$ cat src/design/wms_pkg.sv
// shared types and constants of the wheel motor supervisor
package wms_pkg;

    // input function codes
    typedef enum logic [1:0] {
        FN_TICK = 2'd0,
        FN_ODO  = 2'd1,
        FN_CMD  = 2'd2,
        FN_UPD  = 2'd3
    } t_func;

    // register indexes of the configuration port
    localparam logic [2:0] REG_THRESH  = 3'd0;
    localparam logic [2:0] REG_TPR     = 3'd1;
    localparam logic [2:0] REG_CIRC    = 3'd2;
    localparam logic [2:0] REG_DIRHI   = 3'd3;
    localparam logic [2:0] REG_TIMEOUT = 3'd4;
    localparam logic [2:0] REG_HOLD    = 3'd5;
    localparam logic [2:0] REG_PERIOD  = 3'd6;

    localparam logic [15:0] RST_THRESH  = 16'd3000;
    localparam logic [15:0] RST_TPR     = 16'd320;
    localparam logic [15:0] RST_CIRC    = 16'd785;
    localparam logic [15:0] RST_TIMEOUT = 16'd3000;
    localparam logic [15:0] RST_HOLD    = 16'd2000;
    localparam logic [15:0] RST_PERIOD  = 16'd100;

    localparam logic [15:0] MS_PER_MIN  = 16'd60000;
    localparam logic [9:0]  MS_PER_S    = 10'd1000;
    localparam logic [31:0] CALC_MIN_MS = 32'd10;
    localparam logic [31:0] SPIKE_MS    = 32'd1;
    localparam logic [15:0] SAT16       = 16'hFFFF;
    localparam logic [4:0]  DIV_STEPS   = 5'd16;

    // configuration seen by the datapath
    typedef struct packed {
        logic [15:0] thresh;
        logic [15:0] tpr;
        logic [15:0] circ;
        logic        dir_hi;
        logic [15:0] timeout;
        logic [15:0] hold;
        logic [15:0] period;
    } t_cfg;

    // controller to datapath
    typedef struct packed {
        logic load;
        logic exec;
        logic mul1;
        logic mul2;
        logic div_step;
        logic div_next;
        logic div_fin;
        logic emit;
    } t_cmd;

    // datapath to controller
    typedef struct packed {
        logic calc;
        logic div_last;
    } t_sts;

endpackage

$ cat src/design/wms_cfg.sv
// apb configuration registers
module wms_cfg (
    input  logic          i_clk,
    input  logic          i_rst_n,
    input  logic          psel,
    input  logic          penable,
    input  logic          pwrite,
    input  logic [4:0]    paddr,
    input  logic [31:0]   pwdata,
    output logic [31:0]   prdata,
    output logic          pready,
    output wms_pkg::t_cfg o_cfg
);
    import wms_pkg::*;

    t_cfg        r_cfg;
    logic        w_wr;
    logic [2:0]  w_idx;

    assign pready = 1'b1;
    assign w_wr   = psel && penable && pwrite;
    assign w_idx  = paddr[4:2];
    assign o_cfg  = r_cfg;

    // register writes
    always_ff @(posedge i_clk) begin
        if (!i_rst_n) begin
            r_cfg.thresh  <= RST_THRESH;
            r_cfg.tpr     <= RST_TPR;
            r_cfg.circ    <= RST_CIRC;
            r_cfg.dir_hi  <= 1'b1;
            r_cfg.timeout <= RST_TIMEOUT;
            r_cfg.hold    <= RST_HOLD;
            r_cfg.period  <= RST_PERIOD;
        end else if (w_wr) begin
            case (w_idx)
                REG_THRESH:  r_cfg.thresh  <= pwdata[15:0];
                REG_TPR:     r_cfg.tpr     <= pwdata[15:0];
                REG_CIRC:    r_cfg.circ    <= pwdata[15:0];
                REG_DIRHI:   r_cfg.dir_hi  <= pwdata[0];
                REG_TIMEOUT: r_cfg.timeout <= pwdata[15:0];
                REG_HOLD:    r_cfg.hold    <= pwdata[15:0];
                REG_PERIOD:  r_cfg.period  <= pwdata[15:0];
                default: ;
            endcase
        end
    end

    // read mux
    always_comb begin
        case (w_idx)
            REG_THRESH:  prdata = {16'd0, r_cfg.thresh};
            REG_TPR:     prdata = {16'd0, r_cfg.tpr};
            REG_CIRC:    prdata = {16'd0, r_cfg.circ};
            REG_DIRHI:   prdata = {31'd0, r_cfg.dir_hi};
            REG_TIMEOUT: prdata = {16'd0, r_cfg.timeout};
            REG_HOLD:    prdata = {16'd0, r_cfg.hold};
            REG_PERIOD:  prdata = {16'd0, r_cfg.period};
            default:     prdata = 32'd0;
        endcase
    end
endmodule

$ cat config.mk
export PLATFORM = sky130hd
export DESIGN_NAME = wms_cfg
export DESIGN_NICKNAME = d
export VERILOG_FILES = /design/src/design/wms_pkg.sv /design/src/design/wms_cfg.sv
export SDC_FILE = /design/constraint.sdc
export NUM_CORES = 1
export LEC_CHECK = 0
export BUFFER_PORTS_ARGS = -buffer_cell sky130_fd_sc_hd__clkbuf_2
export CELL_PAD_IN_SITES_DETAIL_PLACEMENT = 2
export CELL_PAD_IN_SITES_GLOBAL_PLACEMENT = 2
export CORE_MARGIN = 3
export CORE_UTILIZATION = 32
export CTS_BUF_LIST = sky130_fd_sc_hd__clkbuf_2 sky130_fd_sc_hd__clkbuf_4 sky130_fd_sc_hd__clkbuf_8
export CTS_CLUSTER_SIZE = 20
export DETAILED_ROUTE_END_ITERATION = 10
export PLACE_DENSITY_LB_ADDON = 0.1
export SYNTH_ARGS = -nofsm -noshare
export SYNTH_HDL_FRONTEND = slang
export SYNTH_SLANG_ARGS = --single-unit
$ cat constraint.sdc
create_clock -name i_clk -period 1.7 [get_ports i_clk]
set_clock_uncertainty 0.05 [all_clocks]
set_input_delay 0.085 -clock i_clk [delete_from_list [all_inputs] [get_ports i_clk]]
set_output_delay 0.085 -clock i_clk [all_outputs]
set_load 0.02 [all_outputs]
# Word level (Yosys, flattened, before mapping)
# Index checks and enable logic that the tools add are counted.
[op_classes]
eq_ne = 6
muxes = 1
reduce_logical = 10
[op_table]
columns = ["operator", "n"]
rows = [
  ["$pmux W16 S7", 1],
  ["$reduce_and A2 Y1", 7],
  ["$eq A3 B3 Y1 const B", 3],
  ["$eq A3 B2 Y1 const B", 2],
  ["$eq A3 B1 Y1 const B", 1],
  ["$logic_not A3 Y1", 1],
  ["$logic_and A1 B1 Y1", 2],
]
[word_totals]
ff_bits = 97
input_bits = 42
output_inout_bits = 130
wordCells = 24

# Longest topological paths before layout
[logic_depth]
depth_word = 3
depth_mapped = 7
depth_no_buf = 3

# Worst setup path after synthesis
# Ideal clock, no wire load.
[synth_timing]
path_type = "register -> output"
startpoint = "register r_cfg, in the netlist o_cfg[0]"
endpoint = "output port prdata[0]"
arrival_time_ns = 1.345
required_time_ns = 1.565
slack_ns = 0.220
path_stages_with_launch = 4
path_buffers = 0
path_cell_list = "dfxtp_1 > mux2i_1 > o221a_2 > a221oi_1"
[synth_via]
elab_chain_len = 1
[synth_lines]
columns = ["element", "line", "source"]
rows = [
  ["from (decl)", "wms_cfg.sv:16", "t_cfg r_cfg;"],
  ["$pmux W16 S7", "wms_cfg.sv:51", "case (w_idx)"],
  ["to (decl)", "wms_cfg.sv:10", "output logic [31:0] prdata,"],
]
# Every way passes these cells.

# Worst setup path after layout
[layout_timing]
startpoint = "register r_cfg, in the netlist o_cfg[22]"
endpoint = "output port prdata[6]"
# The elaborated chain is that of the path after synthesis.

==> results.txt <==
status -> finished, final reports clean
Synth area leader -> dfxtp_1
Final Hold Fails -> 0
final setup fails -> 0
clk buf depth -> 2
detailed-route DRC error count -> 0
Iter 0 DRT Violations -> 129
critical path's largest stage delay -> 0.38 ns
MaxCap Viol Count -> 0
Placer Congestion -> 0.773
Max FO, Critical Path -> 3
vias per std cell -> 5.00
full die area -> 16100 µm²
Synth async-reset ratio -> 0%
Critical-path top delay cell -> a221o_1
Initial Util -> 33.3%
GRT overflow -> 0
mapped cell area -> 4690 µm²
Total Wirelength -> 16.3 mm
Seq cells post-synth -> 97
Avg Synthesized Cell Area -> 9.64 µm²
post-synthesis cell type count -> 40
Slew Limit Fails -> 0
IO Count -> 172
most frequent cell after synthesis -> mux2i_1
Worst Path Required -> 1.56 ns
WP data arrival -> 1.51 ns
Post-Syn Instances -> 486
fin crit share -> 96.6%
Synth top area share -> 41.4%
CP Depth -> 3
first-pass GRT wire length -> 25.5 mm
Rows -> 43
critical path start-end classification -> reg2out
antenna cells -> 0
FF/Latch Area -> 1940 µm²
Pleak -> 2.91 nW
number of flip-flops in the largest register -> 97
largest vdd supply drop -> 0.456 mV
H-tree Lvls -> 3
Die Height -> 127 µm
via count -> 4114
Min-Delay Path Depth -> 3
crit path time final -> 1.64 ns
setup TNS -> 0 ns
remaining antenna violation count -> 0
design area -> 5950 µm²
Global Route Usage Sum -> 20.3%
EDFF count, synth -> 0
post-DP HPWL -> 12.2 mm
layout cells sized above 1 -> 32.0%
crit end category -> output pin
Area Overhead vs Synth -> 27.0%
final design utilization -> 42.2%
Die X-Extent -> 127 µm
vias in the first global route -> 4452
Seq/Total Area, Yosys -> 41.4%
crit-path leading delay family -> compound AO/OA/AOI/OAI gates
crit-path cells -> a22o_1, a221o_1, clkbuf_2
startpoint types -> flop
Core Area -> 14100 µm²
CTS tree -> yes
final net count -> 680
Reg clk slew, reported paths -> 0.09 ns
largest cells by area after synthesis -> dfxtp_1 (41%), mux2i_1 (24%), nand2_1 (6.9%)
pwr/cell area -> 763 nW/µm²
initial antenna violation count -> 0
Fmax -> 0.609 GHz
Post-synth top flop -> dfxtp_1
YS warnings -> 0
cts bufs inserted -> 9
Num Clock Sinks -> 97
post-detailed-route wirelength per cell -> 19.9 µm
I/O Buffers -> 136
Worst Path Buf+Inv -> 1
clk_lat worst skew -> 0.37 ns
Worst Hold Class -> in2reg
# fillers -> 1566
Post-CTS Setup Inserts -> 0
drt first pass iters -> 4
unrepaired setup endpoints after global routing -> no
placed cell areas -> 5600 µm²
Post-synth top cells -> mux2i_1 (113), dfxtp_1 (97), nand2_1 (86), nor2b_1 (30), buf_4 (25)
Multi-input gate area -> 2410 µm²
CTS root buf -> clkbuf_8
R2R Setup Slk -> 0.94 ns
largest net degree at the start of global routing -> 51
reg2reg path depth -> 2
==> power by group <==
| part | internal (W) | leakage, nW | switching (W) | total (W) |
|---|---|---|---|---|
| registers | 0.00229 | 0.784 | 0.0000163 | 0.00231 |
| clock network | 0.000860 | 0.106 | 0.000832 | 0.00169 |
| logic | 0.000200 | 2.02 | 0.000346 | 0.000547 |
| total | 0.00335 | 2.91 | 0.00119 | 0.00454 |
==> worst register-to-register path, delay by kind of cell, from the launching register on <==
family           cells  cell delay [ns]
DFF                  1             0.35
muxes                1             0.10
and+or+nand+nor      1             0.15
==> worst paths after layout <==
kind | end | startpoint
max | prdata[6] | o_cfg[22]$_SDFFE_PN1P_
min | o_cfg[44]$_SDFFE_PN0P_ | pwdata[12]
max reg2reg | o_cfg[85]$_SDFFE_PN1P_ | o_cfg[85]$_SDFFE_PN1P_
min reg2reg | o_cfg[68]$_SDFFE_PN0P_ | o_cfg[68]$_SDFFE_PN0P_
==> through the flow <==
stage / instances / hold WS, ns / worst slack, ns / total power [W]
floorplan: 501 / 0.177 / 0.220 / 0.00271
global placement: 796 / 0.324 / 0.124 / 0.00287
detailed placement: 796 / 0.339 / 0.0755 / 0.00288
CTS: 823 / 0.0158 / 0.0258 / 0.00460
global route: 823 / 0.0232 / 0.000315 / 0.00474
finish: 823 / 0.0314 / 0.0580 / 0.00454
==> cell type report <==
| cell class | instances | share of cell area, % |
|---|---|---|
| clock buffer | 11 | 2.33 |
| clock inverter | 5 | 1.35 |
| inverter | 18 | 1.13 |
| multi-input combinational | 333 | 40.5 |
| sequential | 97 | 32.7 |
| tap | 180 | 3.78 |
| timing repair buffer | 179 | 18.3 |
==> kinds of logic (layout without fill, tap and decap cells) <==
logic type             count (synthesis)  in the layout  synth area share, %
AO/OA/AOI/OAI                         52             52                 8.54
buffers and inverters                 71            213                 8.68
flip-flops                            97             97                 41.4
multiplexers                         122            122                 26.3
other                                  2             17                0.160
AND/OR/NAND/NOR                      142            142                 14.9
==> layer usage <==
layer / GRT usage, % / vias up / routed length [µm]
met1: 26.2 / 2057 / 7410
met3: 4.85 / 10 / 668
met5: 0 / - / 0
met2: 34.8 / 100 / 8130
met4: 4.16 / 0 / 140
li1: - / 1947 / -
==> cell usage in the layout (no fill, tap or decap), types with 2 or more instances in the layout <==
cell type      instances
a221o_1                4
a22o_1                 4
a22oi_1                3
a32oi_1                3
buf_12                 4
buf_4                 30
bufinv_16              2
clkbuf_2             133
clkbuf_4               3
clkbuf_8               9
clkinvlp_4             2
conb_1                17
dfxtp_1               95
dfxtp_2                2
dlygate4sd3_1         11
inv_1                 18
mux2_2                 9
mux2i_1              113
nand2_1               86
nand2b_1               4
nand3_1                5
nor2b_1               30
o211ai_1              11
o21ai_0               11
o221ai_1               6
o22a_1                 2
o32ai_1                3
or3_1                  3
==> what timing repair did <==
| item | CTS | global route |
|---|---|---|
| endpoints found under the setup margin | 1 | 3 |
| hold buffers | 11 | 0 |
| endpoints found under the hold margin | 38 | 0 |
| gates resized for setup | 4 | 4 |
| pin swaps | 0 | 0 |
No activity file was read; power rests on OpenSTA's default activity.
