### src/design/wms_pkg.sv
// shared types and constants of the wheel motor supervisor
package wms_pkg;

    // input function codes
    typedef enum logic [1:0] {
        FN_TICK = 2'd0,
        FN_ODO  = 2'd1,
        FN_CMD  = 2'd2,
        FN_UPD  = 2'd3
    } t_func;

    // register indexes of the configuration port
    localparam logic [2:0] REG_THRESH  = 3'd0;
    localparam logic [2:0] REG_TPR     = 3'd1;
    localparam logic [2:0] REG_CIRC    = 3'd2;
    localparam logic [2:0] REG_DIRHI   = 3'd3;
    localparam logic [2:0] REG_TIMEOUT = 3'd4;
    localparam logic [2:0] REG_HOLD    = 3'd5;
    localparam logic [2:0] REG_PERIOD  = 3'd6;

    localparam logic [15:0] RST_THRESH  = 16'd3000;
    localparam logic [15:0] RST_TPR     = 16'd320;
    localparam logic [15:0] RST_CIRC    = 16'd785;
    localparam logic [15:0] RST_TIMEOUT = 16'd3000;
    localparam logic [15:0] RST_HOLD    = 16'd2000;
    localparam logic [15:0] RST_PERIOD  = 16'd100;

    localparam logic [15:0] MS_PER_MIN  = 16'd60000;
    localparam logic [9:0]  MS_PER_S    = 10'd1000;
    localparam logic [31:0] CALC_MIN_MS = 32'd10;
    localparam logic [31:0] SPIKE_MS    = 32'd1;
    localparam logic [15:0] SAT16       = 16'hFFFF;
    localparam logic [4:0]  DIV_STEPS   = 5'd16;

    // configuration seen by the datapath
    typedef struct packed {
        logic [15:0] thresh;
        logic [15:0] tpr;
        logic [15:0] circ;
        logic        dir_hi;
        logic [15:0] timeout;
        logic [15:0] hold;
        logic [15:0] period;
    } t_cfg;

    // controller to datapath
    typedef struct packed {
        logic load;
        logic exec;
        logic mul1;
        logic mul2;
        logic div_step;
        logic div_next;
        logic div_fin;
        logic emit;
    } t_cmd;

    // datapath to controller
    typedef struct packed {
        logic calc;
        logic div_last;
    } t_sts;

endpackage

### src/design/wms_ctrl.sv
// controller: sequences execution, multiplies and divisions, owns both handshakes
module wms_ctrl (
    input  logic          i_clk,
    input  logic          i_rst_n,
    input  logic          i_in_valid,
    output logic          o_in_ready,
    output logic          o_out_valid,
    input  logic          i_out_ready,
    input  wms_pkg::t_sts i_sts,
    output wms_pkg::t_cmd o_cmd
);
    import wms_pkg::*;

    typedef enum logic [6:0] {
        ST_IDLE = 7'b0000001,
        ST_EXEC = 7'b0000010,
        ST_MUL  = 7'b0000100,
        ST_MUL2 = 7'b0001000,
        ST_DRPM = 7'b0010000,
        ST_DSPD = 7'b0100000,
        ST_DONE = 7'b1000000
    } t_state;

    t_state r_state, n_state;
    logic   r_out_valid;
    logic   w_free;

    assign w_free      = !r_out_valid || i_out_ready;
    assign o_in_ready  = (r_state == ST_IDLE);
    assign o_out_valid = r_out_valid;

    // commands
    always_comb begin
        o_cmd          = '0;
        o_cmd.load     = (r_state == ST_IDLE) && i_in_valid;
        o_cmd.exec     = (r_state == ST_EXEC);
        o_cmd.mul1     = (r_state == ST_MUL);
        o_cmd.mul2     = (r_state == ST_MUL2);
        o_cmd.div_step = (r_state == ST_DRPM) || (r_state == ST_DSPD);
        o_cmd.div_next = (r_state == ST_DRPM) && i_sts.div_last;
        o_cmd.div_fin  = (r_state == ST_DSPD) && i_sts.div_last;
        o_cmd.emit     = (r_state == ST_DONE) && w_free;
    end

    // next state
    always_comb begin
        n_state = r_state;
        case (r_state)
            ST_IDLE: if (i_in_valid) n_state = ST_EXEC;
            ST_EXEC: n_state = i_sts.calc ? ST_MUL : ST_DONE;
            ST_MUL:  n_state = ST_MUL2;
            ST_MUL2: n_state = ST_DRPM;
            ST_DRPM: if (i_sts.div_last) n_state = ST_DSPD;
            ST_DSPD: if (i_sts.div_last) n_state = ST_DONE;
            ST_DONE: if (w_free) n_state = ST_IDLE;
            default: n_state = ST_IDLE;
        endcase
    end

    always_ff @(posedge i_clk) begin
        if (!i_rst_n) begin
            r_state     <= ST_IDLE;
            r_out_valid <= 1'b0;
        end else begin
            r_state <= n_state;
            if (o_cmd.emit) r_out_valid <= 1'b1;
            else if (i_out_ready) r_out_valid <= 1'b0;
        end
    end
endmodule

### config.mk
export PLATFORM = sky130hd
export DESIGN_NAME = wms_ctrl
export DESIGN_NICKNAME = d
export VERILOG_FILES = /design/src/design/wms_pkg.sv /design/src/design/wms_ctrl.sv
export SDC_FILE = /design/constraint.sdc
export NUM_CORES = 1
export LEC_CHECK = 0
export BUFFER_PORTS_ARGS = -buffer_cell sky130_fd_sc_hd__buf_2
export CAP_MARGIN = 20
export CORE_AREA = 2 2 39 41
export CTS_CLUSTER_SIZE = 12
export DETAILED_ROUTE_END_ITERATION = 8
export DIE_AREA = 0 0 41 43
export HOLD_SLACK_MARGIN = 0.15
export SYNTH_ARGS = -nofsm -noshare
export SYNTH_HDL_FRONTEND = slang
export SYNTH_SLANG_ARGS = --single-unit
### constraint.sdc
create_clock -name i_clk -period 2.3 [get_ports i_clk]
set_clock_uncertainty 0.1 [all_clocks]
set_input_delay 0.115 -clock i_clk [delete_from_list [all_inputs] [get_ports i_clk]]
set_output_delay 0.115 -clock i_clk [all_outputs]
set_load 0.02 [all_outputs]
== Word level (Yosys, flattened, before mapping) ==
Index checks and enable logic that the tools add are counted.
Storage, ports and cells
  output and inout port bits: 10
  register bits: 8
Cells by class
  reductions and logical operators: 9
  equal/unequal tests: 11
  multiplexer cells: 8
Operator list (number)
  7-bit case mux with 7 select lines: 1
  7-bit 2-to-1 mux: 5
  2-bit != test, second input constant: 4
  7-bit by 1-bit equality test with 1-bit output, second input constant: 1
  7-bit by 2-bit equality test with 1-bit output, second input constant: 1
  7-bit by 3-bit equality test with 1-bit output, second input constant: 1
  7-bit by 4-bit equality test with 1-bit output, second input constant: 1
  7-bit by 5-bit equality test with 1-bit output, second input constant: 1
  7-bit by 6-bit equality test with 1-bit output, second input constant: 1
  7-bit equality test, second input constant: 1
  1-bit logical AND: 4
  4-bit AND reduction: 1
  1-bit logical OR: 2
  1-bit 2-to-1 mux: 2
  2-bit nonzero test: 1
  1-bit logical NOT: 1

== Longest topological paths before layout ==
Gate-level depths: netlist of run 1.
  word-level depth: 4
  depth in mapped cells: 5
  depth with buffers taken out: 4

== Least setup slack after synthesis of run 1 ==
OpenSTA, ideal clock, no wires.
  path type: register to register
  start point: register r_state[2]
  end point: register r_state[2]
  path slack: 0.324 ns
  data arrival time: 1.814 ns
  path buffers: 0
  clock period less this slack: 1.976 ns
  stages on the path, launching flop included: 4
  cell sequence: dfxtp_1 or4_4 nor4_1 and3_1
RTL lines
  start: declaration: RTL line wms_ctrl.sv:24  | t_state r_state, n_state;
  start signal: assignment: RTL line wms_ctrl.sv:65  | r_state <= n_state;

== Worst setup path in the final report of run 1 ==
  start point: register r_state[2]
  end point: register r_state[1]
On the way
  longest elaborated chain between the ends: 3
Ends and longest elaborated chain
  7-bit equality test (tied with other cells): RTL line wms_ctrl.sv:48  | case (r_state)
  2-bit != test (no source line)
  4-bit AND reduction (no source line)
Several ways; a longest one is shown, not always the timed one.
A chain may end at the register's enable or synchronous reset.

==> impl_metrics.py, run 1 <==
metrics = {
    "sta": {
        "whs_ps": 210,
        "layout_min_cycle_time_ps": 2130,
        "hold_viol_final": 0,
        "setup_viol": 0,
        "slew_headroom_pct": 73.7,
        "fmaxAchievable_mhz": 469,
        "rsz0062_at_grt": "false",
        "setup-tns-final_ps": 0,
        "fin_crit_sh_pct": 92.6,
        "slew_violations": 0,
        "tightest_slew_ps": 384,
    },
    "detailed_routing": {
        "dr.pass1.iters": 4,
        "num_vias": 500,
        "routed_wl_mm": 1.15,
        "drtIter0Drc": 10,
        "vias_per_cell": 5.21,
        "drc": 0,
        "detail_route.wl_per_cell_um": 12.0,
        "drt.antenna.violating_nets": 0,
    },
    "synthesis": {
        "syn_nets": 64,
        "synth_ff_type": "dfxtp_1",
        "async_flop_share_pct": 0,
        "yosys-top-cells-count": "dfxtp_1, nor2_1, nand2b_1, a21oi_1, nand3_1",
        "yosys_warnings": 0,
        "synth_area_um2": 493,
        "synth-edff-count": 0,
        "synth_top_area_share_pct": 32.5,
        "synth_cell_types": 29,
        "syn_inst": 58,
        "synth_top_area_cell": "dfxtp_1",
        "syn_avg_cell_area_um2": 8.50,
        "synthTopCellsByArea": "dfxtp_1, nand2b_1, nor2_1",
        "ys_seq_elements": 8,
        "synth_seq_area_share_pct": 32.5,
    },
    "cts": {
        "cts_setup_buffers": 0,
        "h-tree-depth": 1,
        "postCtsHoldBufs": 6,
        "clockRootBuffer": "clkbuf_4",
        "cts_sinks": 8,
        "clkLatencyLatePin_ps": 240,
        "cts.path.max_buffers": 2,
        "cts_tree": "built",
        "clk_pin_slew_ps": 50,
        "numCtsBuffers": 3,
        "cts-resized-gates": 0,
    },
    "layout": {
        "post-route-util_pct": 47.7,
        "nets": 88,
        "antenna_cells": 0,
        "layout-drive-gt1-share_pct": 30.0,
        "syn2layout_area_growth_pct": 34.0,
        "design_area_um2": 661,
    },
    "global_routing": {
        "grt-ovfl-total": 0,
        "antenna_found_initial": 0,
        "grt_max_degree": 9,
        "grt_pass1_wl_mm": 1.86,
        "grt_usage_pct": 15.5,
        "grt_pass1_vias": 435,
    },
    "setup_path": {
        "crit_fanout": 6,
        "r2r_cells": 4,
        "cp_top_family": "simple AND/OR/NAND/NOR gates",
        "cp_slowest_cell": "or4_4",
        "r2r_slack_ps": 170,
        "end_kind": "flip-flop",
        "critPathKind": "reg2reg",
        "critPathLaunchType": "flip-flop",
        "worstSetupPathDepth": 4,
        "critical_path_required_ps": 2390,
        "worst-endpoint-arrival_ps": 2220,
        "max_stage_delay_ps": 580,
        "path_buf_inv": 1,
        "crit_chain": "or4_4, nor4b_4, and3_1, dlygate4sd3_1",
    },
    "die": {
        "dieArea_um2": 1760,
        "die_w_um": 41,
        "pin_count": 16,
        "coreArea_um2": 1380,
        "die-height_um": 43,
        "initial_core_util_pct": 35.6,
        "rows": 14,
    },
    "power": {
        "total_power_mw": 0.336,
        "p_leak_nw": 0.286,
        "pwr_density_cell_nw_per_um2": 509,
        "vdd_drop_max_v": 0.000265,
    },
    "place": {
        "numPortBuffers": 15,
        "gp_congestion": 0.823,
        "dp_hpwl_um": 863,
        "place_area_um2": 578,
    },
    "outcome": {
        "status": "completed",
    },
    "min_path": {
        "min-delay-path-class": "in2reg",
        "hold_depth": 4,
    },
    "job": {
        "maxCapViolations": 0,
    },
}
==> worst register-to-register path: cells and delay by family, from the launching register on <==
| family | cells | cell delay [ps] |
|---|---|---|
| buf+inv | 1 | 550 |
| flops | 1 | 350 |
| simple gates | 3 | 1080 |
==> cell type report <==
class                           instances  area (um^2)
Clock buffer                            3         22.5
Fill cell                             128          723
Inverter                                2         7.51
Multi-Input combinational cell         46          315
Sequential cell                         8          160
Tap cell                               16         20.0
Timing Repair Buffer                   21          135
==> layout by cell type, fill, tap and decap left out, types with 2 or more instances in the layout <==
| cell type | n |
|---|---|
| buf_2 | 15 |
| and2_1 | 2 |
| dfxtp_1 | 8 |
| dlygate4sd3_1 | 6 |
| nand3_1 | 3 |
| or4_1 | 2 |
| and3_1 | 2 |
| a21oi_1 | 3 |
| clkbuf_4 | 3 |
| nor3_1 | 2 |
| nand2b_1 | 5 |
| nor2_1 | 8 |
| inv_1 | 2 |
| nor2b_1 | 2 |
| or4_4 | 2 |
==> cells by family after synthesis <==
kind of cell | synth area share, %
and+or+nand+nor | 45.7
AOI/OAI and AO/OA | 16.5
DFF | 32.5
buffers and inverters | 3.55
xor gates and xnor gates | 1.78
==> report_power, final <==
group / switching, mW / total, mW / internal, mW
Clock: 0.0449 / 0.104 / 0.0595
Combinational: 0.0374 / 0.0762 / 0.0388
Sequential: 0.0120 / 0.156 / 0.144
==> metrics by stage <==
step	std cells	worst slack, ps
after floorplan	58	324
after global placement	87	559
after detailed placement	87	546
after CTS	96	186
after global routing	96	82.1
final	96	170
==> registers in the layout (all words and copies together), names as in the netlist <==
name         flops
o_out_valid      1
r_state          7
==> routing by layer <==
metal  GRT usage (%)  part of all wire [%]  vias up
li1                -                     -      265
met1            21.5                    50      217
met2            21.9                    45       18
met3            4.71                   5.0        0
met4            6.00                     0        0
met5               0                     0        -
==> worst paths after layout <==
kind                                               from                       to
worst max-delay path            r_state[2]$_SDFFE_PN0P_  r_state[1]$_SDFFE_PN0P_
worst min-delay path                           i_sts[0]  r_state[6]$_SDFFE_PN0P_
worst max register to register  r_state[2]$_SDFFE_PN0P_  r_state[1]$_SDFFE_PN0P_
worst min register to register  r_state[2]$_SDFFE_PN0P_  r_state[3]$_SDFFE_PN0P_
No activity file was read; power rests on OpenSTA's default activity.
==> inputs of run 2 (changes only) <==
--- a/config.mk
+++ b/config.mk
@@ -8,6 +8,7 @@
 export BUFFER_PORTS_ARGS = -buffer_cell sky130_fd_sc_hd__buf_2
 export CAP_MARGIN = 20
 export CORE_AREA = 2 2 39 41
+export CTS_BUF_LIST = sky130_fd_sc_hd__clkbuf_8
 export CTS_CLUSTER_SIZE = 12
 export DETAILED_ROUTE_END_ITERATION = 8
 export DIE_AREA = 0 0 41 43
==> run 2 against run 1 <==
Effect of this change:
- final area increased by 2.8%
- die area unchanged
- clock power increased by 60%
- non-clock buffer count unchanged
- largest cell class unchanged
- first-iteration DRC count decreased by 20%
==> impl_metrics.py, run 2 (synthesis results as in run 1) <==
metrics = {
    "layout": {
        "most-common-layout-cells": "buf_2, nor2_1, dfxtp_1, dlygate4sd3_1, nand2b_1",
        "antenna_cells": 0,
        "nets": 88,
        "largest_register_ffs": 7,
        "layout-drive-gt1-share_pct": 30.0,
        "syn2layout_area_growth_pct": 37.8,
        "layout_commonest_cell": "buf_2",
        "top_register": "r_state",
    },
    "setup_path": {
        "critPathLaunchType": "flip-flop",
        "path_buf_inv": 1,
        "worst-endpoint-arrival_ps": 2200,
        "cp_slowest_cell": "or4_4",
        "critPathKind": "reg2reg",
        "critical_path_required_ps": 2360,
        "crit_chain": "or4_4, nor4b_4, and3_1, dlygate4sd3_1",
        "timing.rr.start": "r_state[2]$_SDFFE_PN0P_",
        "end_kind": "flip-flop",
        "worstSetupStartpoint": "r_state[2]$_SDFFE_PN0P_",
        "cp_top_family": "simple AND/OR/NAND/NOR gates",
        "crit_fanout": 6,
        "max_stage_delay_ps": 580,
    },
    "detailed_routing": {
        "drt.antenna.violating_nets": 0,
        "routed_wl_mm": 1.17,
        "num_vias": 498,
        "drtIter0Drc": 8,
        "detail_route.wl_per_cell_um": 12.2,
        "dr.pass1.iters": 4,
        "vias_per_cell": 5.19,
        "drc": 0,
    },
    "cts": {
        "cts_setup_buffers": 0,
        "h-tree-depth": 1,
        "clockRootBuffer": "clkbuf_8",
        "numCtsBuffers": 3,
        "clkLatencyLatePin_ps": 220,
        "cts-resized-gates": 0,
        "postCtsHoldBufs": 6,
        "cts_tree": "built",
        "cts_sinks": 8,
        "cts.path.max_buffers": 2,
        "clk_pin_slew_ps": 40,
    },
    "die": {
        "die_w_um": 41,
        "coreArea_um2": 1380,
        "dieArea_um2": 1760,
        "pin_count": 16,
        "rows": 14,
        "die-height_um": 43,
        "initial_core_util_pct": 35.6,
    },
    "global_routing": {
        "met1_usage_pct": 22.1,
        "grt-ovfl-total": 0,
        "grt_max_degree": 9,
        "gr-max-usage-layer": "met1",
        "grtUsageMet3_pct": 3.14,
        "grt_use_met2_pct": 21.9,
        "grt_usage_pct": 15.7,
        "antenna_found_initial": 0,
        "grt_pass1_vias": 441,
        "grt_pass1_wl_mm": 1.88,
    },
    "job": {
        "maxCapViolations": 0,
    },
    "outcome": {
        "status": "completed",
    },
    "sta": {
        "hold_viol_final": 0,
        "layout_min_cycle_time_ps": 2130,
        "slew_headroom_pct": 75.5,
        "slew_violations": 0,
        "rsz0062_at_grt": "false",
        "tightest_slew_ps": 358,
        "setup_viol": 0,
        "fmaxAchievable_mhz": 469,
        "fin_crit_sh_pct": 92.6,
        "setup-tns-final_ps": 0,
        "finalWorstSetupSlack_ps": 170,
    },
    "place": {
        "dpl_worst_slack_ps": 546,
        "dp_hpwl_um": 863,
        "gp_congestion": 0.823,
        "numPortBuffers": 15,
    },
    "power": {
        "p_leak_nw": 0.294,
        "pwr_density_cell_nw_per_um2": 587,
        "total_power_mw": 0.399,
        "vdd_drop_max_v": 0.000420,
    },
    "min_path": {
        "hold_start": "i_sts[0]",
        "min-delay-path-class": "in2reg",
    },
}
## run 2: cell counts in the layout (fill, tap and decap cells not counted)
Identical to the previous run, type by type.
## run 2: per-stage QoR
step	hold slack, ps	utilization [%]	std cells	cell area (um^2)
2_1_floorplan	106	-	58	493
3_3_place_gp	266	41.8	87	578
3_5_place_dp	273	41.8	87	578
4_1_cts	240	49.1	96	679
5_1_grt	252	49.1	96	679
6_report	236	49.1	96	679
## run 2: path summary, 6_finish.rpt
kind / endpoint / slack (ps) / depth (start not counted)
max reg2reg: r_state[1]$_SDFFE_PN0P_ / 170 / 4
max: r_state[1]$_SDFFE_PN0P_ / 170 / 4
min: r_state[6]$_SDFFE_PN0P_ / 240 / 4
min reg2reg: r_state[3]$_SDFFE_PN0P_ / 470 / 2
## run 2: layout make-up
class	instances	area [um^2]
clock buffers	3	41.3
inverters	2	7.51
fillers	129	704
multi-input cells	46	315
well taps	16	20.0
repair buffers	21	135
flip-flops and latches	8	160
## run 2: routing by layer
| metal | routed length (um) | share of wire, % | vias to the layer above |
|---|---|---|---|
| met1 | 576 | 49 | 222 |
| met5 | 0 | 0 | - |
| li1 | - | - | 262 |
| met3 | 53 | 4.5 | 0 |
| met2 | 543 | 46 | 14 |
| met4 | 0 | 0 | 0 |
## run 2: worst reg2reg max path, stage by stage, from the launching register on
cell           delay (ps)
dfxtp_1               340
or4_4                 580
nor4b_4               310
and3_1                190
dlygate4sd3_1         550
## run 2: power breakdown
group | total, mW | internal [mW] | switching, mW
Clock | 0.166 | 0.113 | 0.0530
Combinational | 0.0762 | 0.0388 | 0.0375
Sequential | 0.157 | 0.144 | 0.0122
